`config.mk`:
```
export PLATFORM = sky130hd
export DESIGN_NAME = quorum_transaction_tracker
export DESIGN_NICKNAME = d
export VERILOG_FILES = /design/src/sv/qtt_pkg.sv /design/src/sv/qtt_slot_ram.sv /design/src/sv/qtt_out_reg.sv /design/src/sv/qtt_engine.sv /design/src/sv/quorum_transaction_tracker.sv
export VERILOG_INCLUDE_DIRS = /design/src /design/src/sv
export SDC_FILE = /design/constraint.sdc
export NUM_CORES = 1
export LEC_CHECK = 0
export BUFFER_PORTS_ARGS = -buffer_cell sky130_fd_sc_hd__buf_2
export CAP_MARGIN = 20
export CORE_MARGIN = 4
export CORE_UTILIZATION = 66
export DETAILED_ROUTE_END_ITERATION = 10
export GPL_TIMING_DRIVEN = 0
export PLACE_DENSITY = 0.87
export SYNTH_ARGS = -nofsm -noshare
export SYNTH_HDL_FRONTEND = slang
export SYNTH_SLANG_ARGS = --single-unit
export TNS_END_PERCENT = 5
```
`constraint.sdc`:
```
create_clock -name clk -period 13.1 [get_ports clk]
set_input_delay 1.31 -clock clk [delete_from_list [all_inputs] [get_ports clk]]
set_output_delay 1.31 -clock clk [all_outputs]
set_load 0.05 [all_outputs]
```
`src/sv/quorum_transaction_tracker_defines.svh`:
```
// ---------------------------------------------------------------------------
// Assertion macros for the quorum transaction tracker
// Shared property wrappers, clocked on the rising edge, disabled in reset.
// ---------------------------------------------------------------------------
`ifndef QUORUM_TRANSACTION_TRACKER_DEFINES_SVH
`define QUORUM_TRANSACTION_TRACKER_DEFINES_SVH

// Same-cycle implication: when ante holds, cons must hold at that edge.
`define QTT_ASSERT_IMP(label, clk, rst_n, ante, cons, msg) \
  label: assert property (@(posedge clk) disable iff (!rst_n) (ante) |-> (cons)) \
    else $error(msg);

// Next-cycle implication: when ante holds, cons must hold at the next edge.
`define QTT_ASSERT_NXT(label, clk, rst_n, ante, cons, msg) \
  label: assert property (@(posedge clk) disable iff (!rst_n) (ante) |=> (cons)) \
    else $error(msg);

`endif

```
`src/sv/qtt_pkg.sv`:
```
// ---------------------------------------------------------------------------
// qtt_pkg
// Shared constants, codes and record types of the transaction tracker.
// ---------------------------------------------------------------------------
`default_nettype none

package qtt_pkg;

  localparam int TABLE_DEPTH = 16;
  localparam int IDX_W       = (TABLE_DEPTH > 1) ? $clog2(TABLE_DEPTH) : 1;
  localparam int CNT_W       = $clog2(TABLE_DEPTH + 1);

  localparam int DATA_W = 32;
  localparam int ADDR_W = 3;

  // register indexes, taken from paddr[2]
  localparam logic REG_QUORUM  = 1'b0;
  localparam logic REG_TIMEOUT = 1'b1;

  localparam logic [1:0]  QUORUM_RST  = 2'd2;
  localparam logic [15:0] TIMEOUT_RST = 16'd10;

  localparam logic [1:0] COUNT_MAX = 2'd3;

  // input actions
  localparam logic [1:0] ACT_START = 2'd0;
  localparam logic [1:0] ACT_REPLY = 2'd1;
  localparam logic [1:0] ACT_SWEEP = 2'd2;

  // result kinds
  localparam logic [1:0] KIND_START = 2'd0;
  localparam logic [1:0] KIND_REPLY = 2'd1;
  localparam logic [1:0] KIND_DONE  = 2'd2;

  // status codes
  localparam logic [2:0] ST_OK      = 3'd0;
  localparam logic [2:0] ST_FAIL    = 3'd1;
  localparam logic [2:0] ST_TIMEOUT = 3'd2;
  localparam logic [2:0] ST_FULL    = 3'd3;
  localparam logic [2:0] ST_UNKNOWN = 3'd4;

  typedef logic [IDX_W-1:0] idx_t;

  typedef struct packed {
    logic [15:0] id;
    logic [1:0]  op;
    logic [1:0]  good;
    logic [1:0]  bad;
    logic [15:0] start;
  } slot_rec_t;

  typedef struct packed {
    logic [1:0]  kind;
    logic [15:0] id;
    logic [1:0]  op;
    logic [2:0]  status;
    logic        last;
  } result_t;

  typedef struct packed {
    logic    vld;
    result_t res;
  } push_t;

  typedef struct packed {
    logic      we;
    idx_t      waddr;
    slot_rec_t wdata;
    idx_t      raddr;
  } ram_req_t;

endpackage

`default_nettype wire

```
`src/sv/qtt_slot_ram.sv`:
```
// ---------------------------------------------------------------------------
// qtt_slot_ram
// Slot record memory: one write port, one read port, registered read data.
// ---------------------------------------------------------------------------
`default_nettype none

module qtt_slot_ram (
  input  wire               clk,
  input  qtt_pkg::ram_req_t req,
  output qtt_pkg::slot_rec_t rd_data_r
);

  qtt_pkg::slot_rec_t mem_r [qtt_pkg::TABLE_DEPTH];

  always_ff @(posedge clk) begin
    if (req.we) begin
      mem_r[req.waddr] <= req.wdata;
    end
    rd_data_r <= mem_r[req.raddr];
  end

endmodule

`default_nettype wire

```
`src/sv/qtt_out_reg.sv`:
```
// ---------------------------------------------------------------------------
// qtt_out_reg
// Result output register; frees up as soon as the current transfer leaves.
// ---------------------------------------------------------------------------
`default_nettype none

module qtt_out_reg (
  input  wire              clk,
  input  wire              rst_n,
  input  qtt_pkg::push_t   push,
  output logic             push_rdy,
  output logic             out_valid,
  input  wire              out_stall,
  output qtt_pkg::result_t out_res
);

  logic             valid_r;
  qtt_pkg::result_t res_r;

  assign push_rdy  = !valid_r || !out_stall;
  assign out_valid = valid_r;
  assign out_res   = res_r;

  always_ff @(posedge clk) begin
    if (!rst_n) begin
      valid_r <= 1'b0;
    end else if (push_rdy) begin
      valid_r <= push.vld;
    end
  end

  always_ff @(posedge clk) begin
    if (push.vld && push_rdy) begin
      res_r <= push.res;
    end
  end

endmodule

`default_nettype wire

```
`src/sv/qtt_engine.sv`:
```
// ---------------------------------------------------------------------------
// qtt_engine
// Item sequencer: slot allocation, id search and sweep over the slot memory.
// ---------------------------------------------------------------------------
`default_nettype none

module qtt_engine (
  input  wire                 clk,
  input  wire                 rst_n,
  input  wire                 in_valid,
  output logic                in_stall,
  input  wire  [1:0]          in_action,
  input  wire  [15:0]         in_trans_id,
  input  wire  [1:0]          in_op_kind,
  input  wire                 in_reply_ok,
  input  wire  [15:0]         in_current_time,
  input  wire  [1:0]          quorum,
  input  wire  [15:0]         timeout,
  input  wire                 push_rdy,
  output qtt_pkg::push_t      push,
  output qtt_pkg::ram_req_t   ram_req,
  input  qtt_pkg::slot_rec_t  rd_data
);

  typedef enum logic [2:0] {
    S_IDLE  = 3'b001,
    S_START = 3'b010,
    S_SCAN  = 3'b100
  } state_t;

  localparam int DEPTH = qtt_pkg::TABLE_DEPTH;
  localparam int IW    = qtt_pkg::IDX_W;
  localparam int CW    = qtt_pkg::CNT_W;

  state_t               state_r, state_nxt;
  logic [1:0]           act_r, act_nxt;
  logic [15:0]          id_r, id_nxt;
  logic [1:0]           op_r, op_nxt;
  logic                 ok_r, ok_nxt;
  logic [15:0]          now_r, now_nxt;
  logic [DEPTH-1:0]     valid_r, valid_nxt;
  logic [CW-1:0]        scan_r, scan_nxt;
  logic                 ev_vld_r, ev_vld_nxt;
  qtt_pkg::idx_t        ev_idx_r, ev_idx_nxt;
  logic                 pend_vld_r, pend_vld_nxt;
  qtt_pkg::result_t     pend_r, pend_nxt;

  logic                 free_found;
  qtt_pkg::idx_t        free_idx;
  logic                 cur_valid;
  logic [15:0]          elapsed;
  logic                 hit_good, hit_bad, hit_time;
  logic                 match, retire;
  logic [2:0]           ret_status;
  qtt_pkg::slot_rec_t   rec_upd;
  qtt_pkg::result_t     ret_res;
  logic                 hold;

  assign in_stall = (state_r != S_IDLE);

  // lowest free slot
  always_comb begin
    free_found = 1'b0;
    free_idx   = '0;
    for (int i = DEPTH - 1; i >= 0; i--) begin
      if (!valid_r[i]) begin
        free_found = 1'b1;
        free_idx   = qtt_pkg::idx_t'(i);
      end
    end
  end

  assign cur_valid = valid_r[ev_idx_r];
  assign elapsed   = now_r - rd_data.start;
  assign hit_good  = (rd_data.good >= quorum);
  assign hit_bad   = (rd_data.bad >= quorum);
  assign hit_time  = (elapsed >= timeout);
  assign match     = ev_vld_r && cur_valid && (rd_data.id == id_r);
  assign retire    = ev_vld_r && cur_valid && (hit_good || hit_bad || hit_time);

  always_comb begin
    if (hit_good) begin
      ret_status = qtt_pkg::ST_OK;
    end else if (hit_bad) begin
      ret_status = qtt_pkg::ST_FAIL;
    end else begin
      ret_status = qtt_pkg::ST_TIMEOUT;
    end
  end

  always_comb begin
    ret_res = '{kind: qtt_pkg::KIND_DONE, id: rd_data.id, op: rd_data.op,
                status: ret_status, last: 1'b0};
  end

  // saturating count update for a reply
  always_comb begin
    rec_upd = rd_data;
    if (ok_r) begin
      if (rd_data.good != qtt_pkg::COUNT_MAX) begin
        rec_upd.good = rd_data.good + 2'd1;
      end
    end else begin
      if (rd_data.bad != qtt_pkg::COUNT_MAX) begin
        rec_upd.bad = rd_data.bad + 2'd1;
      end
    end
  end

  always_comb begin
    state_nxt    = state_r;
    act_nxt      = act_r;
    id_nxt       = id_r;
    op_nxt       = op_r;
    ok_nxt       = ok_r;
    now_nxt      = now_r;
    valid_nxt    = valid_r;
    scan_nxt     = scan_r;
    ev_vld_nxt   = ev_vld_r;
    ev_idx_nxt   = ev_idx_r;
    pend_vld_nxt = pend_vld_r;
    pend_nxt     = pend_r;
    hold         = 1'b0;
    push.vld     = 1'b0;
    push.res     = '0;
    ram_req.we    = 1'b0;
    ram_req.waddr = ev_idx_r;
    ram_req.wdata = rec_upd;
    ram_req.raddr = scan_r[IW-1:0];

    case (state_r)
      S_IDLE: begin
        ram_req.raddr = '0;
        if (in_valid) begin
          act_nxt      = in_action;
          id_nxt       = in_trans_id;
          op_nxt       = in_op_kind;
          ok_nxt       = in_reply_ok;
          now_nxt      = in_current_time;
          scan_nxt     = CW'(1);
          ev_vld_nxt   = 1'b1;
          ev_idx_nxt   = '0;
          pend_vld_nxt = 1'b0;
          case (in_action)
            qtt_pkg::ACT_START: state_nxt = S_START;
            qtt_pkg::ACT_REPLY: state_nxt = S_SCAN;
            qtt_pkg::ACT_SWEEP: state_nxt = S_SCAN;
            default:            state_nxt = S_IDLE;
          endcase
        end
      end

      S_START: begin
        push.res = '{kind: qtt_pkg::KIND_START, id: id_r, op: op_r,
                     status: free_found ? qtt_pkg::ST_OK : qtt_pkg::ST_FULL,
                     last: 1'b1};
        if (push_rdy) begin
          push.vld = 1'b1;
          if (free_found) begin
            ram_req.we    = 1'b1;
            ram_req.waddr = free_idx;
            ram_req.wdata = '{id: id_r, op: op_r, good: 2'd0, bad: 2'd0,
                              start: now_r};
            valid_nxt[free_idx] = 1'b1;
          end
          state_nxt = S_IDLE;
        end
      end

      S_SCAN: begin
        if (act_r == qtt_pkg::ACT_REPLY) begin
          if (match) begin
            push.res = '{kind: qtt_pkg::KIND_REPLY, id: id_r, op: rd_data.op,
                         status: qtt_pkg::ST_OK, last: 1'b1};
            if (push_rdy) begin
              push.vld   = 1'b1;
              ram_req.we = 1'b1;
              state_nxt  = S_IDLE;
            end else begin
              hold = 1'b1;
            end
          end else if (!ev_vld_r) begin
            push.res = '{kind: qtt_pkg::KIND_REPLY, id: id_r, op: 2'd0,
                         status: qtt_pkg::ST_UNKNOWN, last: 1'b1};
            if (push_rdy) begin
              push.vld  = 1'b1;
              state_nxt = S_IDLE;
            end
          end
        end else begin
          // sweep: keep one completion back so the final one can be marked last
          if (retire) begin
            if (pend_vld_r) begin
              push.res = pend_r;
              if (push_rdy) begin
                push.vld            = 1'b1;
                pend_nxt            = ret_res;
                valid_nxt[ev_idx_r] = 1'b0;
              end else begin
                hold = 1'b1;
              end
            end else begin
              pend_vld_nxt        = 1'b1;
              pend_nxt            = ret_res;
              valid_nxt[ev_idx_r] = 1'b0;
            end
          end else if (!ev_vld_r) begin
            if (pend_vld_r) begin
              push.res      = pend_r;
              push.res.last = 1'b1;
              if (push_rdy) begin
                push.vld     = 1'b1;
                pend_vld_nxt = 1'b0;
                state_nxt    = S_IDLE;
              end
            end else begin
              state_nxt = S_IDLE;
            end
          end
        end

        // advance the read stream unless the current slot must be kept
        if (hold) begin
          ram_req.raddr = ev_idx_r;
        end else if (scan_r == CW'(DEPTH)) begin
          ev_vld_nxt = 1'b0;
        end else begin
          ev_vld_nxt = 1'b1;
          ev_idx_nxt = scan_r[IW-1:0];
          scan_nxt   = scan_r + CW'(1);
        end
      end

      default: begin
        state_nxt = S_IDLE;
      end
    endcase
  end

  always_ff @(posedge clk) begin
    if (!rst_n) begin
      state_r    <= S_IDLE;
      valid_r    <= '0;
      scan_r     <= '0;
      ev_vld_r   <= 1'b0;
      ev_idx_r   <= '0;
      pend_vld_r <= 1'b0;
    end else begin
      state_r    <= state_nxt;
      valid_r    <= valid_nxt;
      scan_r     <= scan_nxt;
      ev_vld_r   <= ev_vld_nxt;
      ev_idx_r   <= ev_idx_nxt;
      pend_vld_r <= pend_vld_nxt;
    end
  end

  always_ff @(posedge clk) begin
    act_r  <= act_nxt;
    id_r   <= id_nxt;
    op_r   <= op_nxt;
    ok_r   <= ok_nxt;
    now_r  <= now_nxt;
    pend_r <= pend_nxt;
  end

endmodule

`default_nettype wire

```
`src/sv/quorum_transaction_tracker.sv`:
```
// ---------------------------------------------------------------------------
// quorum_transaction_tracker
// Outstanding-transaction table with quorum counting, timeout and sweep.
// ---------------------------------------------------------------------------
// A start transfer is accepted, then allocates the lowest free slot and hands
// back the acknowledge. A reply reads the slots in order until its id is found
// and reads every slot when the id is unknown; a sweep always reads every slot.
// The slot memory delivers one record per cycle through its single read port
// while the result channel does not stall; a stalled result channel can hold
// the item in work. One item is in work at a time, and a finished result waits
// in the output register while the next item is accepted. Slot contents are
// kept in memory without a clearing pass: per-slot valid flags reset to
// empty, so the block takes items as soon as reset is released.
// ---------------------------------------------------------------------------
`default_nettype none

`include "quorum_transaction_tracker_defines.svh"

module quorum_transaction_tracker (
  input  wire                          clk,
  input  wire                          rst_n,

  // item input
  input  wire                          in_valid,
  output logic                         in_stall,
  input  wire  [1:0]                   in_action,
  input  wire  [15:0]                  in_trans_id,
  input  wire  [1:0]                   in_op_kind,
  input  wire                          in_reply_ok,
  input  wire  [15:0]                  in_current_time,

  // result output
  output logic                         out_valid,
  input  wire                          out_stall,
  output logic [1:0]                   out_result_kind,
  output logic [15:0]                  out_done_id,
  output logic [1:0]                   out_done_op,
  output logic [2:0]                   out_status,
  output logic                         out_last_result,

  // register port
  input  wire                          psel,
  input  wire                          penable,
  input  wire                          pwrite,
  input  wire  [qtt_pkg::ADDR_W-1:0]   paddr,
  input  wire  [qtt_pkg::DATA_W-1:0]   pwdata,
  output logic [qtt_pkg::DATA_W-1:0]   prdata,
  output logic                         pready
);

  logic [1:0]          quorum_r;
  logic [15:0]         timeout_r;
  logic                cfg_wr;

  qtt_pkg::push_t      push;
  logic                push_rdy;
  qtt_pkg::ram_req_t   ram_req;
  qtt_pkg::slot_rec_t  rd_data;
  qtt_pkg::result_t    out_res;

  // Register file: pready is always high, so writes never wait; paddr[2] picks the register.
  assign pready = 1'b1;
  assign cfg_wr = psel && penable && pwrite;

  always_ff @(posedge clk) begin
    if (!rst_n) begin
      quorum_r  <= qtt_pkg::QUORUM_RST;
      timeout_r <= qtt_pkg::TIMEOUT_RST;
    end else if (cfg_wr) begin
      case (paddr[2])
        qtt_pkg::REG_QUORUM:  quorum_r  <= pwdata[1:0];
        qtt_pkg::REG_TIMEOUT: timeout_r <= pwdata[15:0];
        default: ;
      endcase
    end
  end

  always_comb begin
    case (paddr[2])
      qtt_pkg::REG_QUORUM:  prdata = {{(qtt_pkg::DATA_W - 2){1'b0}}, quorum_r};
      qtt_pkg::REG_TIMEOUT: prdata = {{(qtt_pkg::DATA_W - 16){1'b0}}, timeout_r};
      default:              prdata = '0;
    endcase
  end

  // Sequencer: allocate on start, search by id on reply, retire on sweep.
  qtt_engine u_engine (
    .clk             (clk),
    .rst_n           (rst_n),
    .in_valid        (in_valid),
    .in_stall        (in_stall),
    .in_action       (in_action),
    .in_trans_id     (in_trans_id),
    .in_op_kind      (in_op_kind),
    .in_reply_ok     (in_reply_ok),
    .in_current_time (in_current_time),
    .quorum          (quorum_r),
    .timeout         (timeout_r),
    .push_rdy        (push_rdy),
    .push            (push),
    .ram_req         (ram_req),
    .rd_data         (rd_data)
  );

  // Slot records: id, op, saturating reply counts and start time.
  qtt_slot_ram u_ram (
    .clk       (clk),
    .req       (ram_req),
    .rd_data_r (rd_data)
  );

  // Hold one result for the downstream transfer.
  qtt_out_reg u_out (
    .clk       (clk),
    .rst_n     (rst_n),
    .push      (push),
    .push_rdy  (push_rdy),
    .out_valid (out_valid),
    .out_stall (out_stall),
    .out_res   (out_res)
  );

  assign out_result_kind = out_res.kind;
  assign out_done_id     = out_res.id;
  assign out_done_op     = out_res.op;
  assign out_status      = out_res.status;
  assign out_last_result = out_res.last;

  // Any real item must keep the input closed for at least the next cycle.
  `QTT_ASSERT_NXT(a_item_busy, clk, rst_n,
    in_valid && !in_stall && ((in_action == qtt_pkg::ACT_START) ||
    (in_action == qtt_pkg::ACT_REPLY) || (in_action == qtt_pkg::ACT_SWEEP)), in_stall,
    "input taken again right after an item was accepted")

  // Start and reply produce exactly one result, so it is always the last.
  `QTT_ASSERT_IMP(a_single_last, clk, rst_n,
    out_valid && (out_result_kind != qtt_pkg::KIND_DONE), out_last_result,
    "acknowledge result not marked last")

  // A start acknowledge only reports accepted or table full.
  `QTT_ASSERT_IMP(a_start_status, clk, rst_n,
    out_valid && (out_result_kind == qtt_pkg::KIND_START),
    (out_status == qtt_pkg::ST_OK) || (out_status == qtt_pkg::ST_FULL),
    "bad status on start acknowledge")

  // Completions carry only success, failure or timeout.
  `QTT_ASSERT_IMP(a_done_status, clk, rst_n,
    out_valid && (out_result_kind == qtt_pkg::KIND_DONE),
    (out_status == qtt_pkg::ST_OK) || (out_status == qtt_pkg::ST_FAIL) ||
    (out_status == qtt_pkg::ST_TIMEOUT),
    "bad status on completion")

endmodule

`default_nettype wire

```
# ---- Word level (Yosys, flattened, before mapping)
# Memories as Yosys holds them, arrays and structs flattened. A register that Yosys moved wholly into a read port is not among the register bits.
# Index checks and enable logic that the tools add are counted.
dict set report classes {
  add_sub_neg 4
  mul 0
  n_div 0
  n_lt_le_gt_ge 7
  eq_ne 24
  shift 0
  n_mux 107
  bitwise 5
  n_reduce_logical 26
}
# cell n
set op_table {}
lappend op_table {{25-bit 2-to-1 mux} 7}
lappend op_table {{16-bit 2-to-1 mux} 6}
lappend op_table {{43-bit 2-to-1 mux} 2}
lappend op_table {{4-bit 2-to-1 mux} 20}
lappend op_table {{32-bit case mux with 2 select lines} 1}
lappend op_table {{25-bit case mux with 2 select lines} 1}
lappend op_table {{22-bit 2-to-1 mux} 2}
lappend op_table {{42-bit 2-to-1 mux} 1}
lappend op_table {{1-bit 2-to-1 mux} 37}
lappend op_table {{16-bit case mux with 2 select lines} 1}
lappend op_table {{3-bit 2-to-1 mux} 9}
lappend op_table {{16-bit AND} 1}
lappend op_table {{16-bit == test} 1}
lappend op_table {{16-bit >= comparator} 1}
lappend op_table {{16-bit NOT} 1}
lappend op_table {{16-bit OR} 1}
lappend op_table {{4-bit case mux with 2 select lines} 2}
lappend op_table {{4-bit AND reduction} 4}
lappend op_table {{16-bit subtractor} 1}
lappend op_table {{5-bit 2-to-1 mux} 3}
lappend op_table {{2-bit 2-to-1 mux} 6}
lappend op_table {{2-bit inequality test (second input constant)} 6}
lappend op_table {{3-bit inequality test (second input constant)} 4}
lappend op_table {{4-bit by 5-bit less-than comparator with 1-bit output (second input constant)} 2}
lappend op_table {{29 further kinds} 53}
dict set report word_totals {
  ff_bits 131
  latch_bits 0
  ramBits 608
  romBits 0
  in_bits 79
  out_inout_bits 59
  mem_count 1
}
# memory words width rd rd_clocked_by_memory_dff wr line
set mem_list {}
lappend mem_list {u_ram.mem_r 16 38 1 1 1 qtt_slot_ram.sv:13} ;# qtt_pkg::slot_rec_t mem_r [qtt_pkg::TABLE_DEPTH];

# ---- Longest topological paths before layout
dict set report depth {
  depth_word 24
  depth_mapped 27
  depth_no_buf 24
}

# ---- Modules after synthesis
# A second synthesis with hierarchy kept.
dict set report unflattened {
  hier_cells 1787
  area_unflattened_um2 31082.3
}
# mod instances cells_per_inst area_per_inst_um2 seq_area_each_um2
set by_module_without_submodules {}
lappend by_module_without_submodules {qtt_slot_ram 1 989 23570.1 19018.2}
lappend by_module_without_submodules {qtt_engine 1 655 5748.0 2312.2}
lappend by_module_without_submodules {quorum_transaction_tracker 1 114 1002.2 360.3}
lappend by_module_without_submodules {qtt_out_reg 1 29 762.0 740.7}

# ---- Worst setup path after synthesis
# OpenSTA, ideal clock, no wires.
dict set report synth_path {
  path_kind {reg-to-reg}
  from {register u_ram.rd_data_r[1] (netlist name)}
  to {register u_out.res_r, in the netlist u_out.out_res[0] (enable)}
  setup_ns 0.405
  arrival_ns 5.086
  required_time_ns 12.695
  slack_ns 7.609
  stages_incl_launch_ff 23
  path_cell_list {dfxtp_1 > inv_1 > ha_1 > nor2b_1 > o21ai_0 > a21boi_0 > o21ai_0 > a21oi_1 > a41o_1 > o41ai_1 > o2111ai_1 > a21oi_1 > xnor2_1 > ha_1 > nand4_1 > nor3_1 > a211oi_1 > nor2b_1 > inv_1 > a21oi_1 > clkbuf_1 > nor2_1 > nor2_1}
}
dict set report synth_via {
  elab_chain_cells 8
}
# element line
set synth_rtl {}
lappend synth_rtl {{16-bit subtractor} qtt_engine.sv:74} ;# assign elapsed = now_r - rd_data.start;
lappend synth_rtl {{16-bit >= comparator} qtt_engine.sv:77} ;# assign hit_time = (elapsed >= timeout);
lappend synth_rtl {{1-bit logical OR} qtt_engine.sv:79} ;# assign retire = ev_vld_r && cur_valid && (hit_good || hit_bad || hit_time);
lappend synth_rtl {{1-bit logical AND} qtt_engine.sv:79}
lappend synth_rtl {{25-bit 2-to-1 mux} qtt_engine.sv:192} ;# if (retire) begin
lappend synth_rtl {{25-bit 2-to-1 mux} qtt_engine.sv:171} ;# if (act_r == qtt_pkg::ACT_REPLY) begin
lappend synth_rtl {{25-bit case mux with 2 select lines} qtt_engine.sv:131} ;# case (state_r)
lappend synth_rtl {{1-bit logical AND} qtt_out_reg.sv:33} ;# if (push.vld && push_rdy) begin
lappend synth_rtl {{to (signal assigned)} qtt_out_reg.sv:34} ;# res_r <= push.res;
lappend synth_rtl {{to (decl)} qtt_out_reg.sv:18} ;# qtt_pkg::result_t res_r;
# Every way passes these cells.
# A chain may end at the register's enable or synchronous reset.

# ---- Worst setup path in the final report
dict set report layout_path {
  from {register u_ram.rd_data_r[1] (netlist name)}
  to {register u_ram.rd_data_r[32] (netlist name)}
}
dict set report layout_via {
  elab_chain_cells 9
}
# element line
set layout_rtl {}
lappend layout_rtl {{16-bit subtractor} qtt_engine.sv:74}
lappend layout_rtl {{16-bit >= comparator} qtt_engine.sv:77}
lappend layout_rtl {{1-bit logical OR} qtt_engine.sv:79}
lappend layout_rtl {{1-bit logical AND} qtt_engine.sv:79}
lappend layout_rtl {{1-bit 2-to-1 mux} qtt_engine.sv:192}
lappend layout_rtl {{1-bit 2-to-1 mux} qtt_engine.sv:171}
lappend layout_rtl {{1-bit 2-to-1 mux} qtt_engine.sv:131}
lappend layout_rtl {{4-bit 2-to-1 mux} qtt_engine.sv:223} ;# if (hold) begin
lappend layout_rtl {{4-bit case mux with 2 select lines} qtt_engine.sv:131}
# Every way passes these cells. The select of a mux whose other input is x is not followed.

==> metrics.cfg <==
[yosys]
seq_area_frac_synth_pct=71.54
synth_area_leaders=edfxtp_1 66%, mux2i_1 9.9%, dfxtp_1 5.6%, o22ai_1 3.1%, nand2_1 2.0%
synth_area_per_cell_um2=15.31
synth_edf_count=689
synthArstFlopShare_pct=0
syn_area_mm2=0.03136
netlist-cell-type-count=63
synth_top_area_share_pct=65.99
synth_top_flop_cell=edfxtp_1
yosysWarnings=0
syn_inst=2048
synth-seq-cells=776
synth_largest_area_cell=edfxtp_1

[clock_network]
post-cts-setup-buffers=0
clk_pin_slew_ns=0.07
clock_path_buffers=3
cts_sinks=776
cts_hold_buf=0
numCtsBuffers=75
htree_levels=3
ctsResizeCount=0
cts_tree=done
clk_latency_ns=0.63
cts_root_buf=clkbuf_16

[sta]
setup_viol=0
worst_slew_pin_slew_ns=1.132
max_freq_ghz=0.1297
finalWorstSetupSlack_ns=5.387
fin_crit_ns=7.713
period_share_pct=58.88
hold_viol=0
rsz0062_at_grt=false
setup_tns_ns=0
finClkSkew_ns=0.02970
max_slew_margin_pct=24.05
drv_slew=0

[worst_hold_path]
hp-class=reg -> reg

[worst_setup_path]
critPathKind=reg -> reg
arrival_ns=8.20
cp_max_fo=10
crit_path_start_kind=flop
worstPathRequired_ns=13.59
end_kind=flop

[routing]
drc=0
post_drt_via_cell_ratio=6.830
wirelength_um=86440
drtIter0Drc=3458
wl_per_cell_um=29.29
postRouteAntennaNets=0
drtPass1Iterations=8
vias=20154

[floorplanning]
core_mm2=0.04675
core.rowCount=79
start_util_pct=67.06
io-pin-count=138
die_area_mm2=0.05106
fp.dieH_um=226.0
die_w_um=226.0

[power_and_ir_drop]
combPwrFrac_pct=7.0
swShare_pct=22.59
irDropWorstVdd_v=0.00009986
p_int_w=0.004308
p_leak_nw=11.86
powerDensity_mw_per_mm2=154.6
power.switching_w=0.001257
sequentialPowerShare_pct=50.8
p_clk_share_pct=42.2

[placement]
gp_congestion=0.9236
pre_cts_slack_ns=5.651
numPortBuffers=101
hpwl_um=52480

[global_routing]
track_usage_pct=33.43
grt_pass1_vias=20278
grt_overflow_total=0
grt_pass1_wl_um=125900
grt_max_degree=26
grt_antenna_before_repair=0

[final_layout]
layout-drive-gt1-share_pct=15.07
fillers=2359
multi_input_area_mm2=0.008164
final_nets=2399
seqCellArea_mm2=0.02243
syn2layout_area_growth_pct=14.79

[status]
status=finished, final reports clean

[job]
cap_violations=0

cells in the mapped netlist (all sizes together) (3+ instances only):
master / count
ha: 39
o2111ai: 3
a21oi: 22
a21boi: 38
nand3b: 5
o21ai: 51
and2: 22
o22ai: 154
mux2: 4
or4: 38
nor3b: 5
nand3: 13
edfxtp: 689
or3: 3
mux4: 3
nor3: 7
and3: 3
a211oi: 7
nor2: 61
buf: 64
a22oi: 9
o211ai: 6
dfxtp: 87
nand4: 13
a22o: 17
nor2b: 15
clkbuf: 53
inv: 61
xnor2: 28
nand2b: 11
nand2: 168
a21o: 8
mux2i: 309
and4: 3
kinds of logic (layout without fill, tap and decap cells):
group           Yosys count  after routing  synth area share (%)
simple gates            372            372                 5.770
flops                   776            776                 71.54
buf+inv                 178            458                 2.993
other cells               2             18               0.02395
xor+xnor                 29             29                0.8101
mux                     316            316                 10.22
fa+ha+maj                40             40                 1.620
compound gates          335            335                 7.019
worst max-delay path, stage by stage (launching register included):
cell and delay [ns]:
dfxtp_1 0.41, inv_1 0.09, ha_1 0.29, nor2b_1 0.12
o21ai_0 0.22, a21boi_0 0.15, o21ai_0 0.22, a21oi_1 0.14
a41o_1 0.27, o41ai_1 0.58, o2111ai_1 0.21, a21oi_1 0.30
xnor2_1 0.20, ha_1 0.30, nand4_1 0.13, nor3_1 0.08
a211oi_1 0.86, o21bai_4 0.17, and2_4 0.20, buf_6 0.13
a21o_1 0.22, nand2_1 0.17, buf_1 0.67, clkbuf_1 0.75
o22ai_1 0.21, or4_1 0.48
layer usage:
metal / routed length (um) / share of wire [%] / GRT usage (%) / vias up
met1: 30390 / 35 / 43.99 / 9792
met2: 40860 / 47 / 52.96 / 1730
li1: - / - / - / 8303
met5: 0 / 0 / 0 / -
met3: 11520 / 13 / 9.450 / 329
met4: 3678 / 4.3 / 14.48 / 0
power by group through the flow:
| stage | clock network, W | registers [W] | logic, W |
|---|---|---|---|
| after floorplan | 0 | 0.00285 | 0.000242 |
| after global placement | 0 | 0.00288 | 0.000335 |
| after detailed placement | 0 | 0.00287 | 0.000366 |
| after CTS | 0.00234 | 0.00282 | 0.000375 |
| after global routing | 0.00245 | 0.00283 | 0.000420 |
| final | 0.00235 | 0.00283 | 0.000389 |
final cells by class:
class / count / share of cell area (%)
Clock buffer: 99 / 5.861
Buffer: 117 / 1.971
Timing Repair Buffer: 140 / 2.805
Tap cell: 607 / 2.110
Sequential cell: 776 / 62.32
Inverter: 61 / 0.6361
Clock inverter: 41 / 1.606
Antenna cell: 1 / 0.006952
Multi-Input combinational cell: 1109 / 22.68
state kept, by name, summed over array words and instances, names as in the netlist, 2 cells and up:
name / cells
u_ram.rd_data_r: 38
u_engine.pend_r: 20
u_engine.now_r: 16
u_engine.op_r: 2
u_out.out_res: 24
u_engine.scan_r: 5
u_engine.id_r: 16
timeout_r: 16
u_engine.state_r: 3
u_engine.act_r: 2
u_ram.mem_r: 608
u_engine.valid_r: 16
quorum_r: 2
u_engine.ev_idx_r: 4
cells in the final DEF, fill, tap and decap left out, types with 28 or more instances in the layout:
| cell type | synthesis | final |
|---|---|---|
| a21boi_0 | 38 | 38 |
| buf_2 | 18 | 130 |
| clkbuf_1 | 53 | 65 |
| clkbuf_16 | 0 | 77 |
| dfxtp_1 | 87 | 87 |
| edfxtp_1 | 689 | 689 |
| ha_1 | 39 | 39 |
| inv_1 | 61 | 60 |
| mux2i_1 | 309 | 309 |
| nand2_1 | 168 | 168 |
| nor2_1 | 61 | 44 |
| o21ai_0 | 51 | 46 |
| o22ai_1 | 154 | 154 |
| or4_1 | 38 | 38 |
| xnor2_1 | 28 | 28 |
final timing paths:
path	from	end	slack [ns]	depth (start not counted)
max reg2reg	u_ram.rd_data_r[1]	u_ram.rd_data_r[32]	5.39	25
max	u_ram.rd_data_r[1]	u_ram.rd_data_r[32]	5.39	25
min	timeout_r[7]	timeout_r[7]	0.50	2
min reg2reg	timeout_r[7]	timeout_r[7]	0.50	2
through the flow:
| stage | instances | total power (W) | instance area (um^2) | hold slack [ns] | util [%] |
|---|---|---|---|---|---|
| final | 2951 | 0.005565 | 35990 | 0.4959 | 76.99 |
| after global routing | 2950 | 0.005698 | 35990 | 0.5030 | 76.98 |
| after CTS | 2943 | 0.005538 | 35940 | 0.4919 | 76.86 |
| after detailed placement | 2803 | 0.003241 | 33250 | 0.4852 | 71.12 |
| after global placement | 2771 | 0.003212 | 32680 | 0.4649 | 69.89 |
| after floorplan | 2063 | 0.003097 | 31410 | 0.4309 | - |
No activity file was read; power rests on OpenSTA's default activity.
